**config.mk**
```make
export PLATFORM = sky130hd
export DESIGN_NAME = lgs_queue
export DESIGN_NICKNAME = d
export VERILOG_FILES = /design/src/rtl/lgs_pkg.sv /design/src/rtl/lgs_queue.sv
export SDC_FILE = /design/constraint.sdc
export NUM_CORES = 1
export LEC_CHECK = 0
export BUFFER_PORTS_ARGS = -buffer_cell sky130_fd_sc_hd__buf_2
export CAP_MARGIN = 10
export CORE_UTILIZATION = 45
export CTS_CLUSTER_SIZE = 40
export DETAILED_ROUTE_END_ITERATION = 8
export GPL_ROUTABILITY_DRIVEN = 1
export HOLD_SLACK_MARGIN = 0.06
export PLACE_DENSITY_LB_ADDON = 0.12
export SLEW_MARGIN = 25
export SYNTH_ARGS = -nofsm -noshare
export SYNTH_HDL_FRONTEND = slang
export SYNTH_SLANG_ARGS = --single-unit
```
**constraint.sdc**
```tcl
create_clock -name clk -period 7.6 [get_ports clk]
set_input_delay 0.38 -clock clk [delete_from_list [all_inputs] [get_ports clk]]
set_output_delay 0.38 -clock clk [all_outputs]
set_load 0.02 [all_outputs]
```
**src/rtl/lgs_pkg.sv**
```systemverilog
package lgs_pkg;

    localparam int SAMPLE_W = 32;
    localparam int NUM_W    = 37;
    localparam int MAG_W    = 36;
    localparam int INV_W    = 32;
    localparam int LEN_W    = 11;
    localparam int POS_W    = 10;
    localparam int FORCE_W  = 32;
    localparam int CFG_W    = 32;
    localparam int PROD_W   = 68;
    localparam int QUOT_W   = 33;

    localparam int MAX_LINE_DEFAULT = 1024;
    localparam int QUEUE_DEPTH      = 4;

    localparam logic [LEN_W-1:0] LINE_LENGTH_RESET = 11'd1024;
    localparam logic [INV_W-1:0] INV_DX_RESET      = 32'h0001_0000;

    // Configuration register indexes.
    localparam logic CFG_LINE_LENGTH = 1'b0;
    localparam logic CFG_INV_DX      = 1'b1;

    // Which difference a job carries, and therefore which divisor applies.
    typedef enum logic [1:0] {
        KIND_INTERIOR,
        KIND_NEAR,
        KIND_EDGE
    } kind_t;

    typedef struct packed {
        logic signed [NUM_W-1:0] num;
        kind_t                   kind;
        logic [POS_W-1:0]        pos;
        logic                    last_of_run;
        logic                    line_done;
    } job_t;

    typedef struct packed {
        logic full;
        logic empty;
    } q_stat_t;

endpackage

```
**src/rtl/lgs_queue.sv**
```systemverilog
module lgs_queue (
    input  logic                clk,
    input  logic                rst_n,
    input  logic                push,
    input  lgs_pkg::job_t       wr_job,
    input  logic                pop,
    output lgs_pkg::job_t       rd_job,
    output lgs_pkg::q_stat_t    qstat
);

    localparam int AW = $clog2(lgs_pkg::QUEUE_DEPTH);

    lgs_pkg::job_t  slot_reg [lgs_pkg::QUEUE_DEPTH];
    logic [AW-1:0]  wr_ptr_reg;
    logic [AW-1:0]  rd_ptr_reg;
    logic [AW:0]    count_reg;
    logic           do_push;
    logic           do_pop;

    assign qstat.full  = count_reg == (AW + 1)'(lgs_pkg::QUEUE_DEPTH);
    assign qstat.empty = count_reg == '0;
    assign do_push     = push && !qstat.full;
    assign do_pop      = pop && !qstat.empty;
    assign rd_job      = slot_reg[rd_ptr_reg];

    always_ff @(posedge clk)
    begin
        if (do_push)
        begin
            slot_reg[wr_ptr_reg] <= wr_job;
        end
    end

    always_ff @(posedge clk or negedge rst_n)
    begin
        if (!rst_n)
        begin
            wr_ptr_reg <= '0;
            rd_ptr_reg <= '0;
            count_reg  <= '0;
        end
        else
        begin
            if (do_push)
            begin
                wr_ptr_reg <= wr_ptr_reg + AW'(1);
            end
            if (do_pop)
            begin
                rd_ptr_reg <= rd_ptr_reg + AW'(1);
            end
            if (do_push && !do_pop)
            begin
                count_reg <= count_reg + (AW + 1)'(1);
            end
            else if (do_pop && !do_push)
            begin
                count_reg <= count_reg - (AW + 1)'(1);
            end
        end
    end

endmodule

```
# After elaboration in Yosys (flattened, before gate mapping)
# Memories as Yosys holds them, arrays and structs flattened.
# Cells that the tools add are included.
# op_classes
mux	4
n_addsub	4
n_reduce_logical	10
n_eq_ne	1
# ops
op	count
3-bit two-way mux	2
2-bit by 1-bit adder with 2-bit output, second input constant	2
1-bit logical AND	4
1-bit logical NOT	4
3-bit by 1-bit adder with 3-bit output, second input constant	1
3-bit == test, second input constant	1
3-bit logical NOT	1
3-bit by 1-bit subtractor with 3-bit output, second input constant	1
1-bit two-way mux	2
2-bit nonzero test	1
# totals
ramBits	204
regBits	7
word_cells	23
memories	1
# mem_list
name	words	word_bits	rd	rd_ports_with_merged_regs	wr	line	rtl
slot_reg	4	51	1	0	1	lgs_queue.sv:13	lgs_pkg::job_t slot_reg [lgs_pkg::QUEUE_DEPTH];

# Longest topological paths before layout
# logic_depth
ltp_word	7
depth_mapped	9

# Worst setup path after synthesis
# Ideal clock, no wire load.
# synth_path
path_type	register to register
from	reg count_reg[2]
to	mem slot_reg[0][0] (netlist bit) (enable)
path_stages_with_launch	5
path_buffers	1
t_arrival_ns	2.075
t_required_ns	7.186
slack_ns	5.111
cell_sequence	dfrtp_1 nor3b_2 nor2b_1 buf_6 and2_1
# synth_rtl
element	line	rtl
start, declared	lgs_queue.sv:16	logic [AW:0] count_reg;
start signal, assigned	lgs_queue.sv:54	count_reg <= count_reg + (AW + 1)'(1);
start signal, assigned	lgs_queue.sv:58	count_reg <= count_reg - (AW + 1)'(1);
end, declared	lgs_queue.sv:13	

==> results.yml <==
timing:
  fin_tns_setup_ns: 0
  grt_setup_unrepaired: "no"
  holdWs_ns: 0.109
  drv_slew: 0
  fmax_ghz: 0.371
  setup_violations: 0
  hold_violations: 0
  final.min_clock_period_ns: 2.70
  timing.final.crit_share: 0.355
  setup_ws_ns: 4.90
  slew_headroom: 0.473
  finalClockSkew_ns: 0.00793
  tightestPinTransition_ns: 0.790
power_and_ir_drop:
  peakVddDrop_uv: 286
  pwr_density_cell_nw_per_um2: 400
  leakagePower_nw: 3.17
clock_tree:
  clock_path_buffers: 3
  path_clk_slew_ns: 0.06
  cts_tree: "done"
  insertion_delay_ns: 0.48
  cts_made_buffers: 21
  cts_resized: 0
  cts_sinks: 211
  clock-root-buffer: "clkbuf_16"
  htreeDepth: 1
run:
  cap_violations: 0
global_routing:
  grt_max_degree: 52
  grt_pass1_vias: 3673
  grt_usage: 0.153
  antenna_found_initial: 1
  grt_pass1_wl_um: 20500
  overflow: 0
floorplan:
  core_um2: 16800
  die_x_um: 134
  ios: 108
  die-height_um: 134
  die_area_um2: 18000
  start_util: 0.467
  num_rows: 47
logic_synthesis:
  syn-instance-count: 303
  synth_cell_types: 22
  synth-seq-area-share: 0.803
  avgSynthCellArea_um2: 25.9
  synth_seq_cells: 211
  synth_area_um2: 7850
  syn_nets: 364
  yosysWarnings: 0
routing:
  viasPerCell: 5.22
  drt-total-wl_um: 13300
  drtPass1Iterations: 4
  vias: 3448
  drc: 0
  wl_per_cell_um: 20.2
  drtIter0Drc: 170
  drtAntennaViolNets: 0
worst_setup_path:
  end_kind: "output pin"
  required_ns: 7.22
  cp-start-kind: "register"
  worstSetupPathType: "register to output pin"
  r2r_cells: 4
  reg2reg_from: "count_reg[2]$_DFFE_PN0P_"
  cp.arrival_ns: 2.32
  crit_fanout: 22
  startpoint: "rd_ptr_reg[0]$_DFFE_PN0P_"
hold_path:
  hold_start: "wr_job[35]"
  holdPathStages: 1
  hold_class: "input port to register"
layout:
  syn2layout_area_growth_pct: 17.0
  fin_nets: 489
  largest_reg_flops: 204
  n_fill_cell: 1343
  diodes: 0
  mostFrequentLayoutCell: "edfxtp_1"
  mostFrequentLayoutCells: "204 x edfxtp_1, 107 x buf_2, 48 x mux4_2"
  post_route_cells_drive_above_1_share: 0.439
placement:
  post-dp-hpwl_um: 7850
  place_ws_ns: 5.01
  numPortBuffers: 107
  gp_routability_congestion: 0.658
status:
  status: "finished, final reports clean"
[cell type report]
class,count,area (µm²),area share
Inverter,4,15.0,0.00163
Timing Repair Buffer,115,623,0.0678
Multi-Input combinational cell,75,1390,0.151
Tap cell,220,275,0.0300
Clock inverter,8,31.3,0.00340
Sequential cell,211,6310,0.686
Clock buffer,27,548,0.0596
[cells in the mapped netlist (all sizes together)]
cell	n	area (µm²)
edfxtp	204	6130
and2	4	25.0
nor2	1	3.75
clkbuf	1	3.75
or3	1	6.26
xor2	2	17.5
nand3	1	5.00
inv	4	15.0
nor2b	1	6.26
fa	1	20.0
mux4	51	1160
buf	12	148
ha	5	62.6
mux2	2	26.3
xnor2	4	35.0
nand2	1	3.75
dfrtp	7	175
nor3b	1	12.5
[power by group]
| group | switching, mW | internal [mW] | leakage, nW |
|---|---|---|---|
| clock network | 0.384 | 0.503 | 0.281 |
| logic | 0.664 | 0.489 | 0.937 |
| registers | 0.0947 | 1.54 | 1.95 |
| total | 1.14 | 2.54 | 3.17 |
[through the flow]
step,util,power (mW),std cells,instance area [µm²]
after CTS,0.546,3.75,660,9190
after detailed placement,0.511,2.85,624,8600
after floorplan,-,2.52,303,7850
after global routing,0.546,3.85,660,9190
after global placement,0.509,2.82,622,8560
final,0.546,3.68,660,9190
[cells by family (layout without fill, tap and decap cells)]
group,after synthesis,after routing,synth area share
xor+xnor,6,6,0.00669
fa+ha+maj,6,6,0.0105
buf+inv,17,154,0.0212
flops,211,211,0.803
mux,53,53,0.151
simple gates,10,10,0.00797
[worst max-delay path, stage by stage (launching register included)]
cell,delay (ns)
dfrtp_4,0.59
buf_12,0.26
buf_12,0.23
mux4_2,0.55
buf_2,0.18
[final timing paths]
| kind | slack, ns | to |
|---|---|---|
| max | 4.90 | rd_job[2] |
| max in group asynchronous | 7.17 | rd_ptr_reg[0]$_DFFE_PN0P_ |
| min | 0.11 | slot_reg[1][35]$_DFFE_PP_ |
| min reg2reg | 0.49 | count_reg[2]$_DFFE_PN0P_ |
| max reg2reg | 5.08 | slot_reg[0][31]$_DFFE_PP_ |
| min in group asynchronous | 0.26 | rd_ptr_reg[0]$_DFFE_PN0P_ |
[timing repair]
| item | CTS | global route |
|---|---|---|
| hold buffers | 1 | 0 |
| buffers inserted | 0 | 0 |
| hold endpoints to repair | 7 | 0 |
[layer usage]
metal / global-route usage / up-vias / share of wire
met4: 0.0537 / 0 / 0.019
li1: - / 1535 / -
met3: 0.0276 / 20 / 0.047
met5: 0 / - / 0
met2: 0.254 / 83 / 0.51
met1: 0.203 / 1810 / 0.42
Note: power is estimated with default switching activity, not from simulation.
