`config.mk`:
```
export PLATFORM = sky130hd
export DESIGN_NAME = lgs_front_flat
export DESIGN_NICKNAME = d
export VERILOG_FILES = /design/src/rtl/lgs_pkg.sv /design/src/rtl/lgs_ifs.sv /design/src/rtl/lgs_front.sv /design/src/flat_wrapper.sv
export SDC_FILE = /design/constraint.sdc
export NUM_CORES = 1
export LEC_CHECK = 0
export ABC_CLOCK_PERIOD_IN_PS = 6400
export BUFFER_PORTS_ARGS = -buffer_cell sky130_fd_sc_hd__buf_2
export CAP_MARGIN = 15
export CORE_MARGIN = 2
export CORE_UTILIZATION = 45
export DETAILED_ROUTE_END_ITERATION = 12
export GPL_TIMING_DRIVEN = 0
export PLACE_DENSITY = 0.75
export RECOVER_POWER = 100
export SYNTH_ARGS = -nofsm -noshare
export SYNTH_HDL_FRONTEND = slang
export SYNTH_SLANG_ARGS = --single-unit
export TNS_END_PERCENT = 1
```
`constraint.sdc`:
```
create_clock -name clk -period 6.4 [get_ports clk]
set_input_delay 0.32 -clock clk [delete_from_list [all_inputs] [get_ports clk]]
set_output_delay 0.32 -clock clk [all_outputs]
set_load 0.03 [all_outputs]
```
`src/rtl/lgs_pkg.sv`:
```
package lgs_pkg;

    localparam int SAMPLE_W = 32;
    localparam int NUM_W    = 37;
    localparam int MAG_W    = 36;
    localparam int INV_W    = 32;
    localparam int LEN_W    = 11;
    localparam int POS_W    = 10;
    localparam int FORCE_W  = 32;
    localparam int CFG_W    = 32;
    localparam int PROD_W   = 68;
    localparam int QUOT_W   = 33;

    localparam int MAX_LINE_DEFAULT = 1024;
    localparam int QUEUE_DEPTH      = 4;

    localparam logic [LEN_W-1:0] LINE_LENGTH_RESET = 11'd1024;
    localparam logic [INV_W-1:0] INV_DX_RESET      = 32'h0001_0000;

    // Configuration register indexes.
    localparam logic CFG_LINE_LENGTH = 1'b0;
    localparam logic CFG_INV_DX      = 1'b1;

    // Which difference a job carries, and therefore which divisor applies.
    typedef enum logic [1:0] {
        KIND_INTERIOR,
        KIND_NEAR,
        KIND_EDGE
    } kind_t;

    typedef struct packed {
        logic signed [NUM_W-1:0] num;
        kind_t                   kind;
        logic [POS_W-1:0]        pos;
        logic                    last_of_run;
        logic                    line_done;
    } job_t;

    typedef struct packed {
        logic full;
        logic empty;
    } q_stat_t;

endpackage

```
`src/rtl/lgs_ifs.sv`:
```
interface lgs_in_if;
    logic                                   valid;
    logic                                   ready;
    logic signed [lgs_pkg::SAMPLE_W-1:0]    sample;

    modport source (output valid, output sample, input ready);
    modport sink (input valid, input sample, output ready);
endinterface


```
`src/rtl/lgs_front.sv`:
```
module lgs_front #(
    parameter int MAX_LINE = lgs_pkg::MAX_LINE_DEFAULT
) (
    input  logic                        clk,
    input  logic                        rst_n,
    lgs_in_if.sink                      samples,
    input  logic [lgs_pkg::LEN_W-1:0]   line_length,
    input  lgs_pkg::q_stat_t            qstat,
    output logic                        push,
    output lgs_pkg::job_t               job
);

    localparam int PW = $clog2(MAX_LINE);
    localparam int CW = (PW + 1 > lgs_pkg::LEN_W) ? PW + 1 : lgs_pkg::LEN_W;
    localparam logic [CW-1:0] LEN_MIN = CW'(4);
    localparam logic [CW-1:0] LEN_MAX = CW'(MAX_LINE);

    typedef enum logic [1:0] {
        STEP_MAIN,
        STEP_NEAR,
        STEP_EDGE
    } step_t;

    logic signed [lgs_pkg::SAMPLE_W-1:0] win_reg [5];
    logic [PW-1:0]  pos_reg;
    logic           pend_valid_reg;
    step_t          pend_step_reg;
    logic           pend_last_reg;
    logic [PW-1:0]  pend_i_reg;

    logic [CW-1:0]  len_raw;
    logic [CW-1:0]  len_c;
    logic           last_c;
    logic           accept;
    logic           final_c;

    logic signed [32:0] d31;
    logic signed [32:0] d40;
    logic signed [32:0] d20;
    logic signed [32:0] d10;
    logic signed [32:0] d21;
    logic signed [lgs_pkg::NUM_W-1:0] num_int;
    logic [PW-1:0]          p_c;
    logic [PW+lgs_pkg::POS_W-1:0] p_ext;

    assign len_raw = CW'(line_length);

    always_comb
    begin
        if (len_raw < LEN_MIN)
        begin
            len_c = LEN_MIN;
        end
        else if (len_raw > LEN_MAX)
        begin
            len_c = LEN_MAX;
        end
        else
        begin
            len_c = len_raw;
        end
    end

    assign last_c  = (CW'(pos_reg) + CW'(1)) >= len_c;
    assign push    = pend_valid_reg && !qstat.full;
    assign final_c = (pend_step_reg == STEP_EDGE) ||
                     (pend_step_reg == STEP_MAIN && !pend_last_reg);

    // A new sample may enter once the current one has handed over its last job.
    assign samples.ready = !pend_valid_reg || (push && final_c);
    assign accept        = samples.valid && samples.ready;

    // The window holds the newest sample in entry 0.
    assign d31 = {win_reg[3][31], win_reg[3]} - {win_reg[1][31], win_reg[1]};
    assign d40 = {win_reg[4][31], win_reg[4]} - {win_reg[0][31], win_reg[0]};
    assign d20 = {win_reg[2][31], win_reg[2]} - {win_reg[0][31], win_reg[0]};
    assign d10 = {win_reg[1][31], win_reg[1]} - {win_reg[0][31], win_reg[0]};
    assign d21 = {win_reg[2][31], win_reg[2]} - {win_reg[1][31], win_reg[1]};
    assign num_int = {d31[32], d31, 3'b000} - {{4{d40[32]}}, d40};

    always_comb
    begin
        job.last_of_run = 1'b0;
        job.line_done   = 1'b0;
        p_c             = pend_i_reg;
        unique case (pend_step_reg)
            STEP_MAIN:
            begin
                p_c             = pend_i_reg - PW'(2);
                job.last_of_run = !pend_last_reg;
                if (pend_i_reg == PW'(2))
                begin
                    job.kind = lgs_pkg::KIND_EDGE;
                    job.num  = {{4{d21[32]}}, d21};
                end
                else if (pend_i_reg == PW'(3))
                begin
                    job.kind = lgs_pkg::KIND_NEAR;
                    job.num  = {{4{d31[32]}}, d31};
                end
                else
                begin
                    job.kind = lgs_pkg::KIND_INTERIOR;
                    job.num  = num_int;
                end
            end
            STEP_NEAR:
            begin
                p_c      = pend_i_reg - PW'(1);
                job.kind = lgs_pkg::KIND_NEAR;
                job.num  = {{4{d20[32]}}, d20};
            end
            STEP_EDGE:
            begin
                job.kind        = lgs_pkg::KIND_EDGE;
                job.num         = {{4{d10[32]}}, d10};
                job.last_of_run = 1'b1;
                job.line_done   = 1'b1;
            end
            default:
            begin
                job.kind = lgs_pkg::KIND_EDGE;
                job.num  = '0;
            end
        endcase
        p_ext   = (PW + lgs_pkg::POS_W)'(p_c);
        job.pos = p_ext[lgs_pkg::POS_W-1:0];
    end

    always_ff @(posedge clk)
    begin
        if (accept)
        begin
            win_reg[0] <= samples.sample;
            for (int k = 1; k < 5; k++)
            begin
                win_reg[k] <= win_reg[k-1];
            end
        end
    end

    always_ff @(posedge clk or negedge rst_n)
    begin
        if (!rst_n)
        begin
            pos_reg        <= '0;
            pend_valid_reg <= 1'b0;
            pend_step_reg  <= STEP_MAIN;
            pend_last_reg  <= 1'b0;
            pend_i_reg     <= '0;
        end
        else if (accept)
        begin
            pos_reg        <= last_c ? '0 : pos_reg + PW'(1);
            pend_valid_reg <= pos_reg >= PW'(2);
            pend_step_reg  <= STEP_MAIN;
            pend_last_reg  <= last_c;
            pend_i_reg     <= pos_reg;
        end
        else if (push)
        begin
            if (final_c)
            begin
                pend_valid_reg <= 1'b0;
            end
            else if (pend_step_reg == STEP_MAIN)
            begin
                pend_step_reg <= STEP_NEAR;
            end
            else
            begin
                pend_step_reg <= STEP_EDGE;
            end
        end
    end

    a_pend_has_window: assert property (@(posedge clk) disable iff (!rst_n)
        pend_valid_reg |-> pend_i_reg >= PW'(2))
        else $error("front holds a job before two samples of the line arrived");

    a_flush_after_three: assert property (@(posedge clk) disable iff (!rst_n)
        pend_valid_reg && pend_last_reg |-> pend_i_reg >= PW'(3))
        else $error("line ended before four samples");

    a_pos_in_range: assert property (@(posedge clk) disable iff (!rst_n)
        CW'(pos_reg) < LEN_MAX)
        else $error("line position beyond the longest line");

endmodule

```
`src/flat_wrapper.sv`:
```
// flat-port wrapper written by rule: the top's interface ports become plain ports
module lgs_front_flat 
#(
    parameter int MAX_LINE = lgs_pkg::MAX_LINE_DEFAULT
)
  (clk, rst_n, line_length, qstat, push, job, samples_valid, samples_sample, samples_ready);
  lgs_in_if samples_i ();
  input  logic clk;
  input  logic rst_n;
  input  logic [lgs_pkg::LEN_W-1:0] line_length;
  input  lgs_pkg::q_stat_t qstat;
  output logic push;
  output lgs_pkg::job_t job;
  input wire logic [$bits(samples_i.valid)-1:0] samples_valid;
  input wire logic [$bits(samples_i.sample)-1:0] samples_sample;
  output wire logic [$bits(samples_i.ready)-1:0] samples_ready;
  assign samples_i.valid = samples_valid;
  assign samples_i.sample = samples_sample;
  assign samples_ready = samples_i.ready;
  lgs_front #(.MAX_LINE(MAX_LINE)) u_core (.clk(clk), .rst_n(rst_n), .samples(samples_i), .line_length(line_length), .qstat(qstat), .push(push), .job(job));
endmodule
```
# After elaboration in Yosys (flattened, before gate mapping)
# Memory sizes are Yosys's and may differ from the RTL's.
# Cells that the tools add are included.
# totals
n_memories,1
input_bits,48
mem_bits_rw,160
ff_bits,24
# mem_list
memory,depth,word_bits,rd,rd_clocked_by_memory_dff,wr,line_no,text
u_core.win_reg,5,32,5,0,5,lgs_front.sv:24,logic signed [lgs_pkg::SAMPLE_W-1:0] win_reg [5];
# op_classes
magnitude_cmp,4
n_eq_ne,5
add_sub_neg,10
muxes,18
reduce_logical,14
# op_table
operator,count
32-bit by 32-bit subtractor with 33-bit output,5
39-bit case mux with 3 select lines,1
39-bit 2-to-1 mux,2
36-bit by 33-bit subtractor with 37-bit output,1
11-bit 2-to-1 mux,2
10-bit by 2-bit equality test with 1-bit output (second input constant),2
10-bit case mux with 2 select lines,1
10-bit by 1-bit adder with 11-bit output (second input constant),1
11-bit greater-or-equal comparator,1
11-bit > comparator (second input constant),1
11-bit by 3-bit less-than comparator with 1-bit output (second input constant),1
10-bit by 1-bit adder with 10-bit output (second input constant),1
10-bit by 2-bit greater-or-equal comparator with 1-bit output (second input constant),1
10-bit 2-to-1 mux,1
10-bit by 1-bit subtractor with 10-bit output (second input constant),1
10-bit by 2-bit subtractor with 10-bit output (second input constant),1
2-bit 2-to-1 mux,4
1-bit 2-to-1 mux,6
1-bit logical AND,4
2-bit AND reduction,2
2-bit nonzero test,2
1-bit logical NOT,3
2-bit by 1-bit equality test with 1-bit output (second input constant),1
2-bit equality test (second input constant),1
4 further kinds,5

# Logic depth before layout (Yosys ltp)
# depth
word_depth,8
mapped_depth,25

# Worst setup path after synthesis
# Ideal clock, no wire load.
# synth_path
path_type,reg-to-reg
startpoint,register u_core.pend_step_reg[0]
endpoint,memory u_core.win_reg[0][0] (netlist bit) (enable)
setup_time_ns,0.587
path_stages_with_launch,7
path_slack_ns,-0.823
arrival_ns,6.637
period_less_slack_ns,7.223
cell_sequence,dfrtp_1 -> clkbuf_1 -> o31ai_1 -> nand2_1 -> inv_1 -> clkbuf_1 -> clkbuf_1
# synth_rtl
element,line_no,text
start: declaration,lgs_front.sv:27,step_t pend_step_reg;
start signal: assignment,lgs_front.sv:148,pend_step_reg <= STEP_MAIN;
start signal: assignment,lgs_front.sv:156,pend_step_reg <= STEP_MAIN;
start signal: assignment,lgs_front.sv:168,pend_step_reg <= STEP_NEAR;
end: declaration,lgs_front.sv:24,

==> run summary <==
status = finished, violations left
failing checks = max-capacitance violations, max-slew violations
Post-Syn Instances = 1855
Worst EP arrival = 5.95 ns
CTS tree = done
CP bufs+invs = 3
Top Ports = 101
Worst Skew = 0.0104 ns
largest net degree at the start of global routing = 99
CP endpoint kind = output pin
Final #Nets = 2250
reg-to-reg setup timing slack = 0.68 ns
gr usage total = 0.270
Clk Latency, worst-skew pair = 0.48 ns
clock sinks = 184
Req. time, crit path = 6.08 ns
final wirelength = 53.4 mm
die span in y = 198 microns
WL/cell = 21.3 microns
Clock transition at path regs = 0.08 ns
CP max FO = 8
port bufs = 99
fin crit period = 6.27 ns
core area = 0.0374 sq mm
syn avg cell area = 9.15 sq um
FF/Latch Area = 0.00541 sq mm
count of cell types in the netlist = 88
ys async rst share = 0.130
Synth Register Bits = 184
M2 GR Usage = 0.428
Root Driver = clkbuf_16
Final ANT Viol Nets = 0
Post-synth EDFFs = 160
CP cell instances = inv_1 -> ha_1 -> a21oi_1 -> o21ai_0 -> and3_1 -> a21oi_2 -> nand2b_1 -> xor2_1 -> fa_1 -> ha_1 -> clkbuf_1 -> a21o_1 -> a31oi_1 -> o21ai_0 -> a2111oi_2 -> a21o_1 -> nand3_1 -> a21boi_2 -> xor2_1 -> o211ai_1 -> a221o_1 -> buf_2
synth-to-layout area growth = 11.8%
global route overflow = 0
first-pass GRT wire length = 80.6 mm
via count = 15200
Final Hold Fails = 0
met3 Use GR = 0.0351
Rel. slew slack = -0.617
htree depth = 4
DIE AREA = 0.0393 sq mm
gpl congestion = 1.03
die width = 198 microns
HPWL after detailed placement = 41.5 mm
DRC viols = 0
CP Launch Type = register
unrepaired setup endpoints after global routing = yes
Crit-path slowest cell = fa_1
max FFs per register = 160
Max-Cap Viols = 2
synthesized net count = 2125
starting density of the core = 0.454
Via density = 6.08
fin. max-slew vios = 172
slew at the pin closest to its max-slew limit = 2.42 ns
synth warn = 0
cts bufs inserted = 17
Hold Crit Class = in2reg
Starting DRT DRC Count = 1728
First-pass DRT Iterations = 5
Post-Syn Area = 0.0170 sq mm
vias in the first global route = 14400
most crowded layer after global routing = met2
fmax = 160 MHz
WS Path Type = reg2out
fillers = 3420
multi-input logic area = 0.0110 sq mm
initial antenna violation count = 0
slowest stage delay, CP = 0.46 ns
Rows = 71
most frequent cells in the layout = 177 x a21oi_1, 177 x ha_1, 160 x edfxtp_1, 152 x inv_1, 146 x nand2_1
Worst path top cell family by delay = compound AO/OA/AOI/OAI gates
post-synthesis sequential area ratio = 0.318
total negative slack = 0 ns
layout cells sized above 1 = 0.0993
period utilisation layout = 0.979
Clock Path Buffers = 2
Synth Flop Type = edfxtp_1
met1 usage = 0.369
Ant. Diodes = 0
Setup-failing EPs final = 0
==> area by class of cell <==
cell class / instances / share of cell area
Multi-Input combinational cell: 1461 / 0.577
Sequential cell: 184 / 0.285
Tap cell: 511 / 0.0337
Timing Repair Buffer: 112 / 0.0308
Inverter: 153 / 0.0303
Clock buffer: 17 / 0.0224
Buffer: 51 / 0.0111
Clock inverter: 15 / 0.00969
==> synthesized netlist by cell type (7+ instances only) <==
library cell / number / share of area
xnor2_1: 93 / 0.048
nand4_1: 16 / 0.0059
nor3_1: 23 / 0.0068
nand3_1: 35 / 0.010
ha_1: 184 / 0.14
o21a_1: 15 / 0.0066
o211ai_1: 18 / 0.0080
and2_1: 7 / 0.0026
clkbuf_1: 47 / 0.010
a21oi_1: 181 / 0.053
o31ai_1: 16 / 0.0071
edfxtp_1: 160 / 0.28
nor4_1: 7 / 0.0026
o21ai_0: 112 / 0.033
inv_1: 152 / 0.034
o22ai_1: 21 / 0.0077
a211oi_1: 25 / 0.011
nor2b_1: 24 / 0.0088
a31oi_1: 24 / 0.0088
a211o_1: 9 / 0.0046
a21o_1: 91 / 0.040
o21bai_1: 19 / 0.0084
a31o_2: 8 / 0.0041
dfrtp_1: 24 / 0.035
nor2_1: 106 / 0.023
fa_1: 38 / 0.045
or3_1: 10 / 0.0037
nand2_1: 146 / 0.032
and3_1: 29 / 0.011
nand2b_1: 27 / 0.010
xor2_1: 66 / 0.034
==> repair_timing <==
action	CTS	global route
resized for setup	12	41
hold endpoints to repair	27	0
hold buffers	4	0
endpoints found under the setup margin	15	18
buffers inserted	1	7
pin swaps	3	10
==> cells by family (layout without fill, tap and decap cells) <==
group	after synthesis	in the layout	synth area share
buf+inv	210	348	0.0475
mux	5	5	0.00324
xor+xnor	159	159	0.0820
flops	184	184	0.318
compound gates	618	618	0.239
fa+ha+maj	222	222	0.180
simple gates	457	457	0.130
==> through the flow <==
stage	utilization	std cells	setup WS [ns]	instance area (sq um)	hold slack (ns)
floorplan	-	1855	0.774	17000	0.0244
global route	0.508	2504	-0.0859	19000	0.00827
finish	0.508	2504	0.134	19000	0.0129
global placement	0.484	2465	0.00132	18100	0.323
detailed placement	0.485	2466	0.0253	18100	0.326
CTS	0.504	2503	-0.0303	18800	0.000867
==> metal layers <==
| metal | routed length (microns) | up-vias |
|---|---|---|
| li1 | - | 7077 |
| met5 | 0 | - |
| met4 | 2250 | 0 |
| met1 | 22700 | 7275 |
| met2 | 23900 | 735 |
| met3 | 4550 | 131 |
==> final timing paths <==
check / start / end / cells after the start
worst max-delay path: u_core.win_reg[0][42] / job[45] / 22
worst min-delay path: samples_sample[10] / u_core.win_reg[0][10] / 1
worst max register to register: u_core.pend_step_reg[0] / u_core.win_reg[0][94] / 7
worst min register to register: u_core.win_reg[0][117] / u_core.win_reg[0][149] / 0
max in group asynchronous: rst_n / u_core.pend_i_reg[3] / 2
min in group asynchronous: rst_n / u_core.pend_step_reg[0] / 2
Power is not shown: default switching activity piles up to over one toggle a cycle in this logic, so the estimate is an artifact.
