$ cat config.mk
export PLATFORM = sky130hd
export DESIGN_NAME = lgs_back_flat
export DESIGN_NICKNAME = d
export VERILOG_FILES = /design/src/rtl/lgs_pkg.sv /design/src/rtl/lgs_ifs.sv /design/src/rtl/lgs_back.sv /design/src/flat_wrapper.sv
export SDC_FILE = /design/constraint.sdc
export NUM_CORES = 2
export LEC_CHECK = 0
export BUFFER_PORTS_ARGS = -buffer_cell sky130_fd_sc_hd__buf_2
export CORE_MARGIN = 3
export CORE_UTILIZATION = 55
export DETAILED_ROUTE_END_ITERATION = 7
export PLACE_DENSITY = 0.71
export SLEW_MARGIN = 30
export SYNTH_ARGS = -nofsm -noshare
export SYNTH_HDL_FRONTEND = slang
export SYNTH_SLANG_ARGS = --single-unit
$ cat constraint.sdc
create_clock -name clk -period 9.2 [get_ports clk]
set_clock_uncertainty 0.05 [all_clocks]
set_input_delay 1.84 -clock clk [delete_from_list [all_inputs] [get_ports clk]]
set_output_delay 1.84 -clock clk [all_outputs]
set_load 0.1 [all_outputs]
$ cat src/rtl/lgs_pkg.sv
package lgs_pkg;

    localparam int SAMPLE_W = 32;
    localparam int NUM_W    = 37;
    localparam int MAG_W    = 36;
    localparam int INV_W    = 32;
    localparam int LEN_W    = 11;
    localparam int POS_W    = 10;
    localparam int FORCE_W  = 32;
    localparam int CFG_W    = 32;
    localparam int PROD_W   = 68;
    localparam int QUOT_W   = 33;

    localparam int MAX_LINE_DEFAULT = 1024;
    localparam int QUEUE_DEPTH      = 4;

    localparam logic [LEN_W-1:0] LINE_LENGTH_RESET = 11'd1024;
    localparam logic [INV_W-1:0] INV_DX_RESET      = 32'h0001_0000;

    // Configuration register indexes.
    localparam logic CFG_LINE_LENGTH = 1'b0;
    localparam logic CFG_INV_DX      = 1'b1;

    // Which difference a job carries, and therefore which divisor applies.
    typedef enum logic [1:0] {
        KIND_INTERIOR,
        KIND_NEAR,
        KIND_EDGE
    } kind_t;

    typedef struct packed {
        logic signed [NUM_W-1:0] num;
        kind_t                   kind;
        logic [POS_W-1:0]        pos;
        logic                    last_of_run;
        logic                    line_done;
    } job_t;

    typedef struct packed {
        logic full;
        logic empty;
    } q_stat_t;

endpackage

$ cat src/rtl/lgs_ifs.sv


interface lgs_out_if;
    logic                                   valid;
    logic                                   ready;
    logic signed [lgs_pkg::FORCE_W-1:0]     force_res;
    logic [lgs_pkg::POS_W-1:0]              position;
    logic                                   last_of_run;
    logic                                   line_done;

    modport source (output valid, output force_res, output position,
                    output last_of_run, output line_done, input ready);
    modport sink (input valid, input force_res, input position,
                  input last_of_run, input line_done, output ready);
endinterface

$ cat src/rtl/lgs_back.sv
module lgs_back (
    input  logic                        clk,
    input  logic                        rst_n,
    input  lgs_pkg::job_t               job,
    input  lgs_pkg::q_stat_t            qstat,
    input  logic [lgs_pkg::INV_W-1:0]   inv_dx,
    output logic                        pop,
    lgs_out_if.source                   forces
);

    localparam logic [lgs_pkg::PROD_W-1:0] BIAS_INTERIOR = 68'd393216;
    localparam logic [lgs_pkg::PROD_W-1:0] BIAS_NEAR     = 68'd65536;
    localparam logic [lgs_pkg::PROD_W-1:0] BIAS_EDGE     = 68'd32768;
    localparam logic [49:0]  SAT_THIRD = 50'd6442450944;
    localparam logic [30:0]  RECIP3    = 31'h5555_5555;

    typedef struct packed {
        logic                       neg;
        lgs_pkg::kind_t             kind;
        logic [lgs_pkg::POS_W-1:0]  pos;
        logic                       last_of_run;
        logic                       line_done;
    } meta_t;

    logic                        adv;

    logic                        s1_valid_reg;
    meta_t                       s1_meta_reg;
    logic [lgs_pkg::MAG_W-1:0]   s1_mag_reg;

    logic                        s2_valid_reg;
    meta_t                       s2_meta_reg;
    logic [63:0]                 s2_pp_lo_reg;
    logic [35:0]                 s2_pp_hi_reg;

    logic                        s3_valid_reg;
    meta_t                       s3_meta_reg;
    logic [lgs_pkg::QUOT_W-1:0]  s3_t_reg;
    logic                        s3_sat_reg;

    logic                        s4_valid_reg;
    meta_t                       s4_meta_reg;
    logic [lgs_pkg::QUOT_W-1:0]  s4_t_reg;
    logic                        s4_sat_reg;
    logic [63:0]                 s4_prod_reg;

    logic                        s5_valid_reg;
    meta_t                       s5_meta_reg;
    logic [lgs_pkg::FORCE_W-1:0] s5_force_reg;

    logic signed [lgs_pkg::NUM_W-1:0] num_neg;
    logic [lgs_pkg::MAG_W-1:0]   mag_c;
    logic [lgs_pkg::PROD_W-1:0]  sum_c;
    logic [lgs_pkg::QUOT_W-1:0]  t_c;
    logic                        sat_c;
    logic [63:0]                 prod3_c;
    logic [30:0]                 q0_c;
    logic [lgs_pkg::QUOT_W-1:0]  three_q_c;
    logic [lgs_pkg::QUOT_W-1:0]  rem_c;
    logic [30:0]                 q_c;
    logic [lgs_pkg::FORCE_W-1:0] force_c;

    // The whole pipeline moves together whenever the output register can take a result.
    assign adv = !s5_valid_reg || forces.ready;
    assign pop = adv && !qstat.empty;

    assign num_neg = -job.num;
    assign mag_c   = job.num[lgs_pkg::NUM_W-1] ? num_neg[lgs_pkg::MAG_W-1:0]
                                               : job.num[lgs_pkg::MAG_W-1:0];

    // Rounded quotient = (product + divisor/2) / divisor; divide by 12 is a shift then by 3.
    always_comb
    begin
        sum_c = {s2_pp_hi_reg, 32'b0} + {4'b0, s2_pp_lo_reg};
        unique case (s2_meta_reg.kind)
            lgs_pkg::KIND_INTERIOR:
            begin
                sum_c = sum_c + BIAS_INTERIOR;
                sat_c = sum_c[67:18] >= SAT_THIRD;
                t_c   = sum_c[50:18];
            end
            lgs_pkg::KIND_NEAR:
            begin
                sum_c = sum_c + BIAS_NEAR;
                sat_c = |sum_c[67:48];
                t_c   = {2'b00, sum_c[47:17]};
            end
            lgs_pkg::KIND_EDGE:
            begin
                sum_c = sum_c + BIAS_EDGE;
                sat_c = |sum_c[67:47];
                t_c   = {2'b00, sum_c[46:16]};
            end
            default:
            begin
                sat_c = 1'b0;
                t_c   = '0;
            end
        endcase
    end

    assign prod3_c = {31'b0, s3_t_reg} * {33'b0, RECIP3};

    // The reciprocal estimate is at most one low; one compare fixes it.
    assign q0_c      = s4_prod_reg[62:32];
    assign three_q_c = {1'b0, q0_c, 1'b0} + {2'b00, q0_c};
    assign rem_c     = s4_t_reg - three_q_c;

    always_comb
    begin
        if (s4_meta_reg.kind == lgs_pkg::KIND_INTERIOR)
        begin
            q_c = (rem_c >= 33'd3) ? q0_c + 31'd1 : q0_c;
        end
        else
        begin
            q_c = s4_t_reg[30:0];
        end

        if (s4_sat_reg)
        begin
            force_c = s4_meta_reg.neg ? 32'h8000_0000 : 32'h7FFF_FFFF;
        end
        else if (s4_meta_reg.neg)
        begin
            force_c = 32'd0 - {1'b0, q_c};
        end
        else
        begin
            force_c = {1'b0, q_c};
        end
    end

    always_ff @(posedge clk)
    begin
        if (adv)
        begin
            s1_meta_reg.neg         <= job.num[lgs_pkg::NUM_W-1];
            s1_meta_reg.kind        <= job.kind;
            s1_meta_reg.pos         <= job.pos;
            s1_meta_reg.last_of_run <= job.last_of_run;
            s1_meta_reg.line_done   <= job.line_done;
            s1_mag_reg              <= mag_c;

            s2_meta_reg  <= s1_meta_reg;
            s2_pp_lo_reg <= {32'b0, s1_mag_reg[31:0]} * {32'b0, inv_dx};
            s2_pp_hi_reg <= {32'b0, s1_mag_reg[35:32]} * {4'b0, inv_dx};

            s3_meta_reg <= s2_meta_reg;
            s3_t_reg    <= t_c;
            s3_sat_reg  <= sat_c;

            s4_meta_reg <= s3_meta_reg;
            s4_t_reg    <= s3_t_reg;
            s4_sat_reg  <= s3_sat_reg;
            s4_prod_reg <= prod3_c;

            s5_meta_reg  <= s4_meta_reg;
            s5_force_reg <= force_c;
        end
    end

    always_ff @(posedge clk or negedge rst_n)
    begin
        if (!rst_n)
        begin
            s1_valid_reg <= 1'b0;
            s2_valid_reg <= 1'b0;
            s3_valid_reg <= 1'b0;
            s4_valid_reg <= 1'b0;
            s5_valid_reg <= 1'b0;
        end
        else if (adv)
        begin
            s1_valid_reg <= !qstat.empty;
            s2_valid_reg <= s1_valid_reg;
            s3_valid_reg <= s2_valid_reg;
            s4_valid_reg <= s3_valid_reg;
            s5_valid_reg <= s4_valid_reg;
        end
    end

    assign forces.valid       = s5_valid_reg;
    assign forces.force_res   = s5_force_reg;
    assign forces.position    = s5_meta_reg.pos;
    assign forces.last_of_run = s5_meta_reg.last_of_run;
    assign forces.line_done   = s5_meta_reg.line_done;

    a_third_correction: assert property (@(posedge clk) disable iff (!rst_n)
        s4_valid_reg && !s4_sat_reg && s4_meta_reg.kind == lgs_pkg::KIND_INTERIOR
        |-> rem_c < 33'd6)
        else $error("divide-by-three estimate off by more than one");

    a_line_done_ends_run: assert property (@(posedge clk) disable iff (!rst_n)
        s5_valid_reg && s5_meta_reg.line_done |-> s5_meta_reg.last_of_run)
        else $error("line end result is not the last of its run");

endmodule

$ cat src/flat_wrapper.sv
// flat-port wrapper written by rule: the top's interface ports become plain ports
module lgs_back_flat 
  (clk, rst_n, job, qstat, inv_dx, pop, forces_valid, forces_force_res, forces_position, forces_last_of_run, forces_line_done, forces_ready);
  lgs_out_if forces_i ();
  input  logic clk;
  input  logic rst_n;
  input  lgs_pkg::job_t job;
  input  lgs_pkg::q_stat_t qstat;
  input  logic [lgs_pkg::INV_W-1:0] inv_dx;
  output logic pop;
  output wire logic [$bits(forces_i.valid)-1:0] forces_valid;
  output wire logic [$bits(forces_i.force_res)-1:0] forces_force_res;
  output wire logic [$bits(forces_i.position)-1:0] forces_position;
  output wire logic [$bits(forces_i.last_of_run)-1:0] forces_last_of_run;
  output wire logic [$bits(forces_i.line_done)-1:0] forces_line_done;
  input wire logic [$bits(forces_i.ready)-1:0] forces_ready;
  assign forces_valid = forces_i.valid;
  assign forces_force_res = forces_i.force_res;
  assign forces_position = forces_i.position;
  assign forces_last_of_run = forces_i.last_of_run;
  assign forces_line_done = forces_i.line_done;
  assign forces_i.ready = forces_ready;
  lgs_back u_core (.clk(clk), .rst_n(rst_n), .job(job), .qstat(qstat), .inv_dx(inv_dx), .pop(pop), .forces(forces_i));
endmodule
Word-level counts from Yosys, hierarchy flattened
Index checks and enable logic that the tools add are counted.
W data, S select, Z words.
- multiplexer cells: 8
- reductions and logical operators: 8
- $add $sub $neg: 9
- equal/unequal tests: 2
- multiply operators: 3
- order comparisons: 2
- operators by type and width (operator ; count):
    $pmux W33 S3 ; 1
    $mux W32 ; 3
    $add A68 B16 Y68 const B ; 1
    $add A68 B17 Y68 const B ; 1
    $add A68 B19 Y68 const B ; 1
    $add A68 B64 Y68 ; 1
    $mul A32 B32 Y64 ; 1
    $mul A33 B31 Y63 const B ; 1
    $mux W31 ; 2
    $ge A50 B33 Y1 const B ; 1
    $mul A4 B32 Y36 ; 1
    $mux W36 ; 1
    $neg A36 Y36 ; 1
    $add A32 B31 Y33 ; 1
    $ge A33 B2 Y1 const B ; 1
    $sub A33 B33 Y33 ; 1
    $sub A1 B31 Y32 const A ; 1
    $add A31 B1 Y31 const B ; 1
    $reduce_or A21 Y1 ; 1
    $reduce_or A20 Y1 ; 1
    $logic_not A2 Y1 ; 2
    $pmux W1 S3 ; 1
    $eq A2 B1 Y1 const B ; 1
    $eq A2 B2 Y1 const B ; 1
    other kinds (3) ; 4
- flip-flop bits (word level): 376
- input bits: 88
- output and inout port bits: 46

Depth between registers and ports, before layout
- depth after elaboration: 8
- mapped depth: 33
- gate-level depth less buffers: 32

Worst setup path after synthesis
OpenSTA, ideal clock, no wires.
- path type: input -> register
- start point: input inv_dx[8] (netlist name)
- end point: register u_core.s2_pp_lo_reg[62], data pin
- buffers on the path: 2
- arrival time: 9.647 ns
- data required time: 8.883 ns
- library setup time: 0.267 ns
- stages: 30
- setup slack: -0.764 ns
- cell sequence: clkbuf_1 clkbuf_1 nand2_1 fa_1 inv_1 fa_1 inv_1 fa_1 inv_1 fa_1 fa_1 fa_1 fa_1 fa_1 ha_1 a21o_1 a21o_1 a21o_1 a21oi_1 nor2b_1 a311o_1 a31oi_1 a41oi_1 a221o_1 a211oi_1 o31ai_1 a21oi_1 nor2b_1 o21ai_0 a22oi_1
- word-level cells in the longest chain between the ends: 1
- RTL lines (what ; line ; text):
    from (decl) ; flat_wrapper.sv:9 ; input logic [lgs_pkg::INV_W-1:0] inv_dx;
    $mul A32 B32 Y64 ; lgs_back.sv:146 ; s2_pp_lo_reg <= {32'b0, s1_mag_reg[31:0]} * {32'b0, inv_dx};
    to (signal assigned) ; lgs_back.sv:146 ;
    to (decl) ; lgs_back.sv:33 ; logic [63:0] s2_pp_lo_reg;
Every way passes these cells.
A chain may end at the register's enable or synchronous reset.

Worst setup path after layout
- start point: input inv_dx[20] (netlist name)
- end point: register u_core.s2_pp_lo_reg[58], data pin
Same word-level chain as after synthesis.

==> flow_metrics.tcl <==
set metrics [dict create \
    synth_fa_ha_area_frac 0.503 \
    worst-setup-path-type "in -> reg" \
    die-width_um 368 \
    ant_nets 0 \
    grt_pass1_wl_mm 315 \
    cts.sinks 329 \
    crit_arrival_ps 9590 \
    htreeDepth 2 \
    drtIter0Drc 3651 \
    clk_path_buf_depth 3 \
    min_path_type "reg -> reg" \
    wl_per_cell_um 20.5 \
    synth.area.mux_share 0.00329 \
    m1WireLength_mm 77.4 \
    endpoint_kind "flip-flop" \
    setup_slack_ps -83.9 \
    final_area_um2 79100 \
    ys_ff_latch 329 \
    io_buffer_count 132 \
    postCtsHoldBufs 0 \
    final.min_clock_period_ps 9280 \
    tightest_slew_ps 946 \
    ios 134 \
    hold_viol 0 \
    avgSynthCellArea_um2 9.56 \
    violations "negative setup slack" \
    numCtsBuffers 44 \
    antenna_found_initial 7 \
    cp_slowest_cell "fa_1" \
    syn-num-nets 9726 \
    fmaxAchievable_mhz 108 \
    synth_simple_gate_area_frac 0.150 \
    synth_most_common_cell "inv_1" \
    grt_max_degree 129 \
    worstPathMaxFanout 4 \
    synth.distinct_cells 98 \
    r2r_slack_ps 430 \
    final-setup-viol-count 8 \
    post-route-period-util 1.01 \
    placed_cells 9432 \
    cap_violations 0 \
    syn_area_um2 72200 \
    synth_top_area_frac 0.377 \
    grt_pass1_vias 57203 \
    synth_top_area_cell "fa_1" \
    synth_area_leaders "fa_1, edfxtp_1, ha_1" \
    fp.dieH_um 368 \
    grt_usage 0.296 \
    route.met2.wl_mm 97.2 \
    cts_tree "built" \
    initial_utilization 0.556 \
    drive_gt1_frac 0.0926 \
    grt-ovfl-total 0 \
    core_area_um2 130000 \
    place_area_um2 76800 \
    rows 132 \
    dpl.hpwl_mm 166 \
    synth-xor-area-share 0.0393 \
    vias_per_cell 5.57 \
    ff2ff_path_depth 29 \
    path_common_cell "fa_1" \
    synth_warnings 0 \
    totalWireLength_mm 196 \
    cts_root_buf "clkbuf_16" \
    vias 53091 \
    synth_cells 7550 \
    slew_headroom 0.370 \
    crit_path_max_incr_delay_ps 550 \
    largest_reg_flops 49 \
    clock_latency_ps 640 \
    start_kind "primary input" \
    yosysSeqAreaShare 0.136 \
    min_path_cells 0 \
    syn2layout_area_growth_pct 9.54 \
    fin_cells 9539 \
    synth_top_family_by_area "adder cells" \
    drc 0 \
    wl_met3_mm 13.1 \
    synth_ff_type "edfxtp_1" \
    rsz0062_at_grt "yes" \
    clk_pin_slew_ps 50 \
    dr.pass1.iters 6 \
    crit_required_ps 9510 \
    top_layer_used "met5" \
    nNetsFinal 9931 \
    yosys-top-cells-count "inv_1, fa_1, nand2_1" \
    async_reset_ff_frac 0.0152 \
    die_area_um2 136000 \
    final-max-slew-violation-count 0 \
    num-fill-cells 10978 \
    synth_compound_area_frac 0.0680 \
    status "complete, but fails checks" \
    synth_edf_count 324 \
    gp_congestion 1.01 \
    setup-tns-final_ps -421 \
]
-- kinds of logic (layout without fill, tap and decap cells) --
group                      after synthesis  in the layout
AOI/OAI and AO/OA                      748            748
xor gates and xnor gates               324            324
adders and majority gates             2088           2088
buffers and inverters                 1906           2146
DFF                                    329            329
muxes                                   23             23
other                                    0              7
and+or+nand+nor                       2132           2132
-- cell usage in the layout (no fill, tap or decap), drive strengths merged, types with 11 or more instances in the layout --
| master | count |
|---|---|
| a211oi | 48 |
| a21o | 59 |
| a21oi | 192 |
| a31oi | 20 |
| and2 | 648 |
| and3 | 35 |
| and4 | 11 |
| buf | 464 |
| clkbuf | 57 |
| clkinv | 17 |
| edfxtp | 324 |
| fa | 1358 |
| ha | 730 |
| inv | 1600 |
| mux2i | 17 |
| nand2 | 760 |
| nand2b | 38 |
| nand3 | 94 |
| nand4 | 59 |
| nor2 | 221 |
| nor2b | 32 |
| nor3 | 86 |
| nor4 | 35 |
| nor4b | 11 |
| o2111ai | 11 |
| o211ai | 19 |
| o21a | 43 |
| o21ai | 155 |
| o21bai | 18 |
| o22ai | 44 |
| o31ai | 24 |
| o41ai | 11 |
| or2 | 15 |
| or3 | 42 |
| or4 | 11 |
| xnor2 | 216 |
| xor2 | 108 |
-- timing repair --
item | in CTS | in global routing
resized for setup | 86 | 72
pin swaps | 82 | 80
cloned | 3 | 1
setup endpoints to repair | 14 | 16
endpoints found under the hold margin | 0 | 0
setup buffers | 11 | 6
-- worst max-delay path: cells and delay by family --
family          cells  cell delay [ps]
xor+xnor            1               90
fa+ha+maj           9             4300
buf+inv             9              760
compound gates     10             2340
simple gates        3              260
-- final cells by class --
cell class	count	area (um^2)	share of cell area
multi-input combinational	5315	55800	0.705
sequential	329	9850	0.125
inverter	1595	5990	0.0758
timing repair buffer	470	3840	0.0486
tap	1742	2180	0.0276
clock buffer	53	1130	0.0143
clock inverter	28	290	0.00367
antenna	7	17.5	0.000221
-- stage by stage --
step | utilization | hold WS [ps] | worst slack [ps]
after global placement | 0.591 | 350 | -1170
after global routing | 0.608 | 354 | -319
after detailed placement | 0.591 | 355 | -1200
after CTS | 0.606 | 323 | -31.5
final | 0.608 | 335 | -83.9
after floorplan | - | 350 | -207
-- path summary, 6_finish.rpt --
kind | start | end
min | u_core.s1_meta_reg[13] | u_core.s2_meta_reg[13]
max reg2reg | u_core.s1_mag_reg[8] | u_core.s2_pp_lo_reg[58]
min reg2reg | u_core.s1_meta_reg[13] | u_core.s2_meta_reg[13]
max | inv_dx[20] | u_core.s2_pp_lo_reg[58]
max in group asynchronous | rst_n | u_core.s1_valid_reg
min in group asynchronous | rst_n | u_core.forces.valid
-- metal layers --
metal  vias to the layer above  GRT usage
li1                      24062          -
met1                     26822      0.375
met2                      1803      0.512
met3                       402     0.0462
met4                         2      0.114
met5                         -          0
Power is not shown: default switching activity piles up to over one toggle a cycle in this logic, so the estimate is an artifact.
